**src/rtl/dur_pkg.sv**
```systemverilog
// ----------------------------------------------------------------------------
// dur_pkg: shared types and constants of the dual ultrasonic ranger
// Action, sensor and steering codes, the distance scale factor and the
// result item carried from the ranging core to the output register.
// ----------------------------------------------------------------------------
package dur_pkg;

  localparam int TS_W   = 16;
  localparam int DIST_W = 16;
  localparam int CODE_W = 2;

  // Distance = (width * SCALE_MUL) >> SCALE_SHIFT, about width / 1.93.
  localparam logic [15:0] SCALE_MUL   = 16'd33957;
  localparam int          SCALE_SHIFT = 16;

  localparam logic [DIST_W-1:0] WARN_RESET = 16'd100;

  localparam logic [CODE_W-1:0] ACT_TICK  = 2'd0;
  localparam logic [CODE_W-1:0] ACT_ECHO1 = 2'd1;
  localparam logic [CODE_W-1:0] ACT_ECHO2 = 2'd2;

  localparam logic [CODE_W-1:0] SENS_NONE = 2'd0;
  localparam logic [CODE_W-1:0] SENS_ONE  = 2'd1;
  localparam logic [CODE_W-1:0] SENS_TWO  = 2'd2;

  localparam logic [CODE_W-1:0] STEER_NONE     = 2'd0;
  localparam logic [CODE_W-1:0] STEER_STRAIGHT = 2'd1;
  localparam logic [CODE_W-1:0] STEER_RIGHT    = 2'd2;
  localparam logic [CODE_W-1:0] STEER_LEFT     = 2'd3;

  typedef struct packed {
    logic [CODE_W-1:0] trigger_sensor;
    logic              distance_valid;
    logic [CODE_W-1:0] distance_sensor;
    logic [DIST_W-1:0] distance;
    logic [CODE_W-1:0] steer;
  } res_t;

endpackage

```
**src/rtl/dual_ultrasonic_ranger.sv**
```systemverilog
// ----------------------------------------------------------------------------
// dual_ultrasonic_ranger: two-sensor ultrasonic ranging with steering
// Alternates two sensors, turns echo edge timestamps into distances and
// decides how to steer after each pair of measurements.
//
//   channel  direction  handshake               content
//   in_      input      in_valid / in_ready     action, edge_rising, timestamp
//   out_     output     out_valid / out_ready   trigger, distance, steer
//   cfg_     input      cfg_valid / cfg_ready   warn_distance
//
// One item per cycle while out_ready keeps the output register free. An item
// is held in the input register, and its result then in the output register,
// where it is offered on out_valid.
// Reset arms sensor one and sets warn_distance to 100.
// While out_ready is low a full output register holds its result and the
// input register still takes one more item.
// ----------------------------------------------------------------------------
module dual_ultrasonic_ranger (
  input  logic                       clk,
  input  logic                       rst_n,
  input  logic                       in_valid,
  output logic                       in_ready,
  input  logic [dur_pkg::CODE_W-1:0] in_action,
  input  logic                       in_edge_rising,
  input  logic [dur_pkg::TS_W-1:0]   in_timestamp,
  output logic                       out_valid,
  input  logic                       out_ready,
  output logic [dur_pkg::CODE_W-1:0] out_trigger_sensor,
  output logic                       out_distance_valid,
  output logic [dur_pkg::CODE_W-1:0] out_distance_sensor,
  output logic [dur_pkg::DIST_W-1:0] out_distance,
  output logic [dur_pkg::CODE_W-1:0] out_steer,
  input  logic                       cfg_valid,
  output logic                       cfg_ready,
  input  logic [dur_pkg::DIST_W-1:0] cfg_data
);
  import dur_pkg::*;

  logic              in_v_r;
  logic [CODE_W-1:0] action_r;
  logic              rising_r;
  logic [TS_W-1:0]   ts_r;
  logic              out_v_r;
  res_t              out_r;
  res_t              res;
  logic [DIST_W-1:0] warn_r;
  logic              advance;

  assign advance   = in_v_r && (!out_v_r || out_ready);
  assign in_ready  = !in_v_r || advance;
  assign cfg_ready = 1'b1;

  dur_core u_core (
    .clk           (clk),
    .rst_n         (rst_n),
    .step          (advance),
    .action        (action_r),
    .edge_rising   (rising_r),
    .timestamp     (ts_r),
    .warn_distance (warn_r),
    .res           (res)
  );

  always_ff @(posedge clk) begin
    if (!rst_n) begin
      in_v_r  <= 1'b0;
      out_v_r <= 1'b0;
      warn_r  <= WARN_RESET;
    end else begin
      if (in_ready) begin
        in_v_r <= in_valid;
      end
      if (advance) begin
        out_v_r <= 1'b1;
      end else if (out_ready) begin
        out_v_r <= 1'b0;
      end
      if (cfg_valid) begin
        warn_r <= cfg_data;
      end
    end
  end

  always_ff @(posedge clk) begin
    if (in_valid && in_ready) begin
      action_r <= in_action;
      rising_r <= in_edge_rising;
      ts_r     <= in_timestamp;
    end
    if (advance) begin
      out_r <= res;
    end
  end

  assign out_valid           = out_v_r;
  assign out_trigger_sensor  = out_r.trigger_sensor;
  assign out_distance_valid  = out_r.distance_valid;
  assign out_distance_sensor = out_r.distance_sensor;
  assign out_distance        = out_r.distance;
  assign out_steer           = out_r.steer;

endmodule

```
**src/rtl/dur_scale.sv**
```systemverilog
// ----------------------------------------------------------------------------
// dur_scale: echo width to distance
// Forms the echo width from two capture timestamps, taking a wrap of the
// timer into account, and scales it to a distance with one constant multiply.
// ----------------------------------------------------------------------------
module dur_scale (
  input  logic [dur_pkg::TS_W-1:0]   start_ts,
  input  logic [dur_pkg::TS_W-1:0]   end_ts,
  output logic [dur_pkg::DIST_W-1:0] distance
);
  import dur_pkg::*;

  logic [TS_W-1:0]          diff;
  logic [TS_W:0]            width;
  logic [TS_W+15:0]         prod;

  // Modulo difference; equal timestamps mean one full timer period.
  assign diff     = end_ts - start_ts;
  assign width    = {(diff == '0), diff};
  assign prod     = (TS_W+16)'(width) * (TS_W+16)'(SCALE_MUL);
  assign distance = prod[SCALE_SHIFT +: DIST_W];

endmodule

```
**src/rtl/dur_core.sv**
```systemverilog
// ----------------------------------------------------------------------------
// dur_core: ranging state and result logic
// Holds the sensor sequencing state, the echo start timestamps and the last
// distances, and forms the result item for the item presented on step.
// ----------------------------------------------------------------------------
module dur_core (
  input  logic                       clk,
  input  logic                       rst_n,
  input  logic                       step,
  input  logic [dur_pkg::CODE_W-1:0] action,
  input  logic                       edge_rising,
  input  logic [dur_pkg::TS_W-1:0]   timestamp,
  input  logic [dur_pkg::DIST_W-1:0] warn_distance,
  output dur_pkg::res_t              res
);
  import dur_pkg::*;

  logic [CODE_W-1:0] due_r, due_nxt;
  logic [CODE_W-1:0] listen_r, listen_nxt;
  logic              rise1_r, rise1_nxt;
  logic              rise2_r, rise2_nxt;
  logic [TS_W-1:0]   start1_r, start1_nxt;
  logic [TS_W-1:0]   start2_r, start2_nxt;
  logic [DIST_W-1:0] dist1_r, dist1_nxt;
  logic [DIST_W-1:0] dist2_r, dist2_nxt;
  logic [TS_W-1:0]   start_sel;
  logic [DIST_W-1:0] echo_dist;

  assign start_sel = (action == ACT_ECHO2) ? start2_r : start1_r;

  dur_scale u_scale (
    .start_ts (start_sel),
    .end_ts   (timestamp),
    .distance (echo_dist)
  );

  always_comb begin
    due_nxt    = due_r;
    listen_nxt = listen_r;
    rise1_nxt  = rise1_r;
    rise2_nxt  = rise2_r;
    start1_nxt = start1_r;
    start2_nxt = start2_r;
    dist1_nxt  = dist1_r;
    dist2_nxt  = dist2_r;
    res        = '0;
    case (action)
      ACT_TICK: begin
        if (due_r == SENS_ONE) begin
          due_nxt            = SENS_NONE;
          listen_nxt         = SENS_ONE;
          rise1_nxt          = 1'b0;
          res.trigger_sensor = SENS_ONE;
        end else if (due_r == SENS_TWO) begin
          due_nxt            = SENS_NONE;
          listen_nxt         = SENS_TWO;
          rise2_nxt          = 1'b0;
          res.trigger_sensor = SENS_TWO;
        end
      end
      ACT_ECHO1: begin
        if (listen_r == SENS_ONE) begin
          if (!rise1_r) begin
            if (edge_rising) begin
              start1_nxt = timestamp;
              rise1_nxt  = 1'b1;
            end
          end else if (!edge_rising) begin
            dist1_nxt           = echo_dist;
            rise1_nxt           = 1'b0;
            listen_nxt          = SENS_NONE;
            due_nxt             = SENS_TWO;
            res.distance_valid  = 1'b1;
            res.distance_sensor = SENS_ONE;
            res.distance        = echo_dist;
          end
        end
      end
      ACT_ECHO2: begin
        if (listen_r == SENS_TWO) begin
          if (!rise2_r) begin
            if (edge_rising) begin
              start2_nxt = timestamp;
              rise2_nxt  = 1'b1;
            end
          end else if (!edge_rising) begin
            dist2_nxt           = echo_dist;
            rise2_nxt           = 1'b0;
            listen_nxt          = SENS_NONE;
            due_nxt             = SENS_ONE;
            res.distance_valid  = 1'b1;
            res.distance_sensor = SENS_TWO;
            res.distance        = echo_dist;
            if (dist1_r < warn_distance && echo_dist < warn_distance) begin
              res.steer = STEER_STRAIGHT;
            end else if (dist1_r > echo_dist) begin
              res.steer = STEER_RIGHT;
            end else begin
              res.steer = STEER_LEFT;
            end
          end
        end
      end
      default: ;
    endcase
  end

  always_ff @(posedge clk) begin
    if (!rst_n) begin
      due_r    <= SENS_ONE;
      listen_r <= SENS_NONE;
      rise1_r  <= 1'b0;
      rise2_r  <= 1'b0;
      start1_r <= '0;
      start2_r <= '0;
      dist1_r  <= '0;
      dist2_r  <= '0;
    end else if (step) begin
      due_r    <= due_nxt;
      listen_r <= listen_nxt;
      rise1_r  <= rise1_nxt;
      rise2_r  <= rise2_nxt;
      start1_r <= start1_nxt;
      start2_r <= start2_nxt;
      dist1_r  <= dist1_nxt;
      dist2_r  <= dist2_nxt;
    end
  end

  // A sensor is either due or listening, never both at once.
  a_due_or_listen: assert property (@(posedge clk) disable iff (!rst_n)
    (due_r != SENS_NONE) |-> (listen_r == SENS_NONE))
    else $error("sensor due while another is listening");

  a_one_then_two: assert property (@(posedge clk) disable iff (!rst_n)
    (step && res.distance_valid && res.distance_sensor == SENS_ONE) |=>
    (due_r == SENS_TWO))
    else $error("sensor two not due after sensor one completed");

  a_steer_on_two: assert property (@(posedge clk) disable iff (!rst_n)
    (res.steer != STEER_NONE) |-> (res.distance_sensor == SENS_TWO))
    else $error("steering decided without a sensor two measurement");

  a_trigger_alone: assert property (@(posedge clk) disable iff (!rst_n)
    (res.trigger_sensor != SENS_NONE) |-> (!res.distance_valid && listen_r == SENS_NONE))
    else $error("trigger fired during a measurement");

endmodule
```
**config.mk**
```make
export PLATFORM = sky130hd
export DESIGN_NAME = dual_ultrasonic_ranger
export DESIGN_NICKNAME = d
export VERILOG_FILES = /design/src/rtl/dur_pkg.sv /design/src/rtl/dual_ultrasonic_ranger.sv /design/src/rtl/dur_scale.sv /design/src/rtl/dur_core.sv
export SDC_FILE = /design/constraint.sdc
export NUM_CORES = 1
export LEC_CHECK = 0
export BUFFER_PORTS_ARGS = -buffer_cell sky130_fd_sc_hd__buf_2
export CAP_MARGIN = 20
export CORE_MARGIN = 4
export CORE_UTILIZATION = 45
export DETAILED_ROUTE_END_ITERATION = 7
export SETUP_SLACK_MARGIN = 0.05
export SLEW_MARGIN = 15
export SYNTH_ARGS = -nofsm -noshare
export SYNTH_HDL_FRONTEND = slang
export SYNTH_SLANG_ARGS = --single-unit
```
**constraint.sdc**
```tcl
create_clock -name clk -period 26.3 [get_ports clk]
set_input_delay 3.945 -clock clk [delete_from_list [all_inputs] [get_ports clk]]
set_output_delay 3.945 -clock clk [all_outputs]
set_load 0.1 [all_outputs]
```
## After elaboration in Yosys (flattened, before gate mapping)

Index checks and enable logic that the tools add are counted.
W data, S select, Z words.

| operators by class | value |
|---|---|
| $add $sub $neg | 1 |
| multiply operators | 1 |
| magnitude comparators | 3 |
| eq/ne operators | 16 |
| muxes and demuxes | 39 |
| bitwise logic cells | 6 |
| reductions and logical operators | 23 |

Operator list:

| kind | count |
|---|---|
| $mux W21 | 3 |
| $mux W19 | 3 |
| $pmux W19 S2 | 1 |
| $mux W2 | 17 |
| $lt A16 B16 Y1 | 2 |
| $mul A17 B16 Y32 const B | 1 |
| $reduce_and A5 Y1 | 4 |
| $gt A16 B16 Y1 | 1 |
| $logic_not A16 Y1 | 1 |
| $mux W16 | 1 |
| $sub A16 B16 Y16 | 1 |
| $pmux W2 S3 | 2 |
| $mux W1 | 10 |
| $ne A2 B1 Y1 const B | 5 |
| $reduce_and A9 Y1 | 1 |
| $ne A2 B2 Y1 const B | 4 |
| $reduce_and A7 Y1 | 1 |
| $eq A2 B1 Y1 const B | 3 |
| $eq A2 B2 Y1 const B | 3 |
| $not A1 Y1 | 6 |
| $reduce_bool A2 Y1 | 3 |
| $reduce_or A5 Y1 | 1 |
| $pmux W1 S2 | 2 |
| $reduce_and A4 Y1 | 1 |
| 8 further kinds | 12 |

| storage, ports and cells | value |
|---|---|
| register bits after elaboration | 114 |
| output and inout port bits | 26 |
| word-level logic and storage cells | 109 |

## Longest topological paths before layout

| depth | value |
|---|---|
| word-level depth | 12 |
| gate-level depth with buffers | 40 |
| depth with buffers taken out | 38 |

## By module

A second synthesis with hierarchy kept.

| second synthesis, totals | value |
|---|---|
| cells, all modules | 988 |
| area total of the unflattened synthesis | 9859.5 sq um |

By module, submodules not included:

| module | times used | cells each | area each (sq um) | sequential area each (sq um) |
|---|---|---|---|---|
| dur_scale | 1 | 459 | 4160.2 | 0.0 |
| dur_core | 1 | 425 | 3733.6 | 1081.0 |
| dual_ultrasonic_ranger | 1 | 104 | 1965.6 | 1621.6 |

## Least setup slack after synthesis

OpenSTA, ideal clock, no wires.

| timing | value |
|---|---|
| kind | reg2reg |
| start point | register action_r[0] |
| end point | register out_r (netlist bit out_steer[0]), data pin |
| arrival time | 9024 ps |
| path slack | 17009 ps |
| cell stages (with the launch flop) | 38 |
| buffers on the path | 2 |
| period minus slack after synthesis | 9291 ps |
| path through | edfxtp_1 > inv_1 > ha_1 > buf_1 > clkbuf_1 > mux2i_1 > ha_1 > or2_2 > nand2_1 > inv_1 > a21oi_1 > o21bai_1 > xor2_1 > or4_2 > nor3_1 > nand4b_1 > inv_1 > ha_1 > [... 2 more ...] > fa_1 > ha_1 > ha_1 > a21o_1 > a2111oi_2 > o31ai_2 > a221oi_2 > o21ba_2 > o21ai_0 > xnor2_1 > inv_1 > ha_1 > inv_1 > maj3_1 > maj3_1 > o21ai_0 > a211o_1 > o211ai_1 |

| between the ends | value |
|---|---|
| longest elaborated chain between the ends | 8 |
| elaborated cells between the ends (all ways) | 12 |

Ends and longest elaborated chain:

| item | line | RTL |
|---|---|---|
| from (decl) | dual_ultrasonic_ranger.sv:40 | `logic [CODE_W-1:0] action_r;` |
| from (signal assigned) | dual_ultrasonic_ranger.sv:86 | `action_r <= in_action;` |
| $eq A2 B2 Y1 * | dur_core.sv:29, dur_core.sv:47 |  |
| $mux W16 | dur_core.sv:29 | `assign start_sel = (action == ACT_ECHO2) ? start2_r : start1_r;` |
| $sub A16 B16 Y16 | dur_scale.sv:18 | `assign diff = end_ts - start_ts;` |
| $logic_not A16 Y1 | dur_scale.sv:19 | `assign width = {(diff == '0), diff};` |
| $mul A17 B16 Y32 | dur_scale.sv:20 | `assign prod = (TS_W+16)'(width) * (TS_W+16)'(SCALE_MUL);` |
| $gt A16 B16 Y1 or $lt A16 B16 Y1 (tied branches) | dur_core.sv:96, dur_core.sv:94 |  |
| $mux W1 or $logic_and A1 B1 Y1 (tied branches) | dur_core.sv:96, dur_core.sv:94 |  |
| $mux W2 | dur_core.sv:94 | `if (dist1_r < warn_distance && echo_dist < warn_distance) begin` |
| to (signal assigned) | dual_ultrasonic_ranger.sv:91 | `out_r <= res;` |
| to (decl) | dual_ultrasonic_ranger.sv:44 | `res_t out_r;` |

Mark *: on every way between the ends. The rest lies on a longest branch, timed or not.
A chain may end at the register's enable or synchronous reset.

## Final worst setup path

Ends and elaborated chain as after synthesis.

==> implementation parameters <==
Parameter                              Value

Synth
  Number of distinct library cell variants in the gate-level netlist after synthesis ... 83
  Library cell with the largest summed area after synthesis ... ha_1
  Synthesized-area fraction occupied by xor and xnor cells ... 4.33%
  Biggest area contributors in the synthesized netlist ... ha_1 (22%), dfxtp_1 (14%), edfxtp_1 (12%)
  Most repeated cell in the gate-level netlist after synthesis ... ha_1
  Synthesis-stage register bit count ... 114
  Synthesized-area fraction occupied by ao, oa, aoi and oai cells ... 13.8%
  Primary flip-flop cell chosen by synthesis mapping ... dfxtp_1
  Post-synthesis average cell area ... 9.70 µm²
  Proportion of synthesized area in mux cells ... about 6.4%
  Adder-cell share of the synthesized area ... between 30 and 40%
  Netlist Area Pre-Place ... 10100 µm²
  Number of warnings issued by yosys ... 0
  Most numerous cell types in the synthesized netlist ... ha_1 (178), inv_1 (121), nor2_1 (110)
  Fraction of post-synthesis cell area in the top cell type by area ... 22.1%
  Mapped Cells ... 1041
  Post-synthesis sequential area ratio ... 26.8%
  Share of synthesized cell area in and, or, nand and nor gates ... roughly 13%
  Synthesized net count ... 1298
  Combinational family with the most area after synthesis ... adder cells
  Number of synthesized flops with an enable pin ... 42
  Share of flip-flops with an asynchronous set or reset after synthesis ... 0%

Routing
  Initial drt markers ... around 280
  Drt total wl ... 22300 µm
  Number of remaining DRC errors ... 0
  Via-per-instance ratio ... 5.31
  Detailed-routing iteration count for the pre-antenna-repair pass ... 4
  Drt wl/cell ... roughly 16 µm
  Via count ... 7429
  Antenna Nets Post-Route ... 0

Floorplan
  Initial core utilization ... a little under half
  Row count ... 54
  Die outline area ... 24900 µm²
  Die Span X ... 158 µm
  Area of the core ... 22000 µm²
  Height of the chip ... 158 µm
  I/O Pins ... 66

Clock network
  CTS hold repair buffers ... 0
  Cts bufs inserted ... 17
  Setup fix buffers added after clock tree synthesis ... 0
  Source-to-sink clock delay at the later pin of the worst-skew pair ... 0.41 ns
  CTS root buffer ... clkbuf_16
  Worst-path clk slew ... 0.06 ns
  CTS Buffer Depth ... 2
  Clock tree from TritonCTS ... yes
  CTS HTree Levels ... 4
  Clock sink total ... 114
  Number of gates resized after CTS ... 0

STA
  Fin crit share ... 37.6%
  Total negative slack ... 0 ns
  RSZ-0062 raised after global routing ... no
  Clock skew ... around 0.0089 ns
  Final hold violation count ... 0
  Max-slew headroom ... 33.9%
  Timing-limited maximum frequency ... 101 MHz
  Minimum clock period after layout ... 9.89 ns
  Worst-case setup margin in the final layout ... ~16 ns
  Transition time at the pin with the least slew margin ... between 0.9 and 1 ns
  Total count of max-transition violations in the final report ... 0
  Count of final setup violators ... 0

Setup path
  Dominant cell type by count on the critical path ... ha_1
  Required arrival time at the worst endpoint ... 26.45 ns
  Number of buffer and inverter instances along the worst setup path ... 6
  Slowest-stage cell, CP ... or4_2
  Category of the critical setup timing path ... flop to flop
  Largest stage delay on the critical path ... 0.67 ns
  Kind of launch point of the worst setup path ... flop
  Largest fanout on the critical path ... 22
  Nature of the critical path endpoint ... flop
  Crit path DAT ... 10.04 ns
  Top delay family on crit path ... adder cells

Placement
  Port Buf Inserts ... 64
  Post-placement setup slack ... between 15 and 20 ns
  Gpl congestion ... 0.868
  Half-perimeter wire length of the detailed placement result ... around 18000 µm

Global routing
  All-layer global routing usage ... 18.5%
  Largest net degree at the start of global routing ... 39
  Initial antenna violation count ... 0
  Leftover overflow at the end of global routing ... 0
  Number of global-route vias before repair ... 7526
  First-pass GRT wire length ... 37100 µm

Power and ir drop
  Worst-case vdd ir drop ... between 0.1 and 0.15 mV
  Power Dens Cells ... 134 nW/µm²
  Leakage power ... 5.27 nW
  Total power draw ... 1.52 mW

Run
  Max-cap violation count ... 0

Finish
  Final Util ... a little over 50%
  FILL cells ... slightly above 2000
  Net count, final ... 1363
  Antenna fix cells ... 0
  Share of post-route cells with drive strength above 1 ... 11.7%
  Layout area overhead ... 12.4%

Outcome
  Run status ... finished clean

Worst hold path
  Worst min-delay path category ... flop to flop
==> metrics by stage <==
stage | area, µm² | hold WS [ns] | instances
4_1_cts | 11400 | 0.490 | 1399
2_1_floorplan | 10100 | 0.453 | 1041
3_5_place_dp | 10700 | 0.482 | 1367
5_1_grt | 11400 | 0.517 | 1399
6_report | 11400 | 0.491 | 1399
3_3_place_gp | 10700 | 0.473 | 1367
==> final cells by class <==
cell class | instances | area, µm² | share of cell area [%]
clock inverters | 10 | 133 | 1.17
flip-flops and latches | 114 | 2700 | 23.8
multi-input cells | 779 | 6850 | 60.3
inverters | 121 | 454 | 4.00
well taps | 280 | 350 | 3.09
clock buffers | 22 | 475 | 4.19
repair buffers | 73 | 388 | 3.42
==> cells by family after synthesis <==
logic type,after synthesis
other,1
buffers and inverters,148
multiplexers,64
AND/OR/NAND/NOR,258
XOR/XNOR,42
adder cells (fa/ha/maj),224
flip-flops,114
AO/OA/AOI/OAI,190
==> final timing paths <==
check | slack, ns | start | cells past startpoint | to
max reg2reg | 16.41 | action_r[0] | 38 | out_steer[0]
max | 16.41 | action_r[0] | 38 | out_steer[0]
min | 0.49 | u_core.dist1_r[0] | 2 | u_core.dist1_r[0]
min reg2reg | 0.49 | u_core.dist1_r[0] | 2 | u_core.dist1_r[0]
==> tightest hold or removal path, delay by kind of cell, from the launching register on <==
family,cells,cell delay [ns]
buf+inv,1,0.07
flops,1,0.31
compound gates,1,0.06
==> sequential cells by signal, summed over array words and instances, names as in the netlist, 16 cells and up <==
name and flops:
u_core.start1_r 16, out_distance 16, u_core.dist1_r 16, u_core.start2_r 16, warn_r 16, ts_r 16
==> power by group <==
part	internal [mW]	leakage [nW]	switching (mW)
clock	0.156	0.293	0.0821
sequential	0.188	0.986	0.00315
combinational	0.428	3.99	0.662
==> layout by cell type, fill, tap and decap left out, drive strengths merged, types with 5 or more instances in the layout <==
cell and instances:
fa 39, nand2b 8, nand3 9, edfxtp 42
nor3 14, a21o 21, a211oi 10, or3 5
nand2 40, mux2i 63, clkinv 5, o21bai 7
clkbuf 22, nand4 7, xnor3 5, nor2 110
dfxtp 72, o21a 10, maj3 7, and2 14
and3 14, a21oi 47, nor2b 9, o31ai 6
o311ai 5, xor2 18, o21ai 35, inv 121
ha 178, buf 73, o211ai 10, xnor2 19
or2 5
==> layer usage <==
metal	share of wire (%)	wire length, µm	vias to the layer above	global-route usage [%]
li1	-	-	3818	-
met1	48	10600	3485	23.7
met2	48	10700	99	32.0
met3	2.4	542	27	3.03
met4	2.1	465	0	5.69
met5	0	0	-	0
No activity file was read; power rests on OpenSTA's default activity.
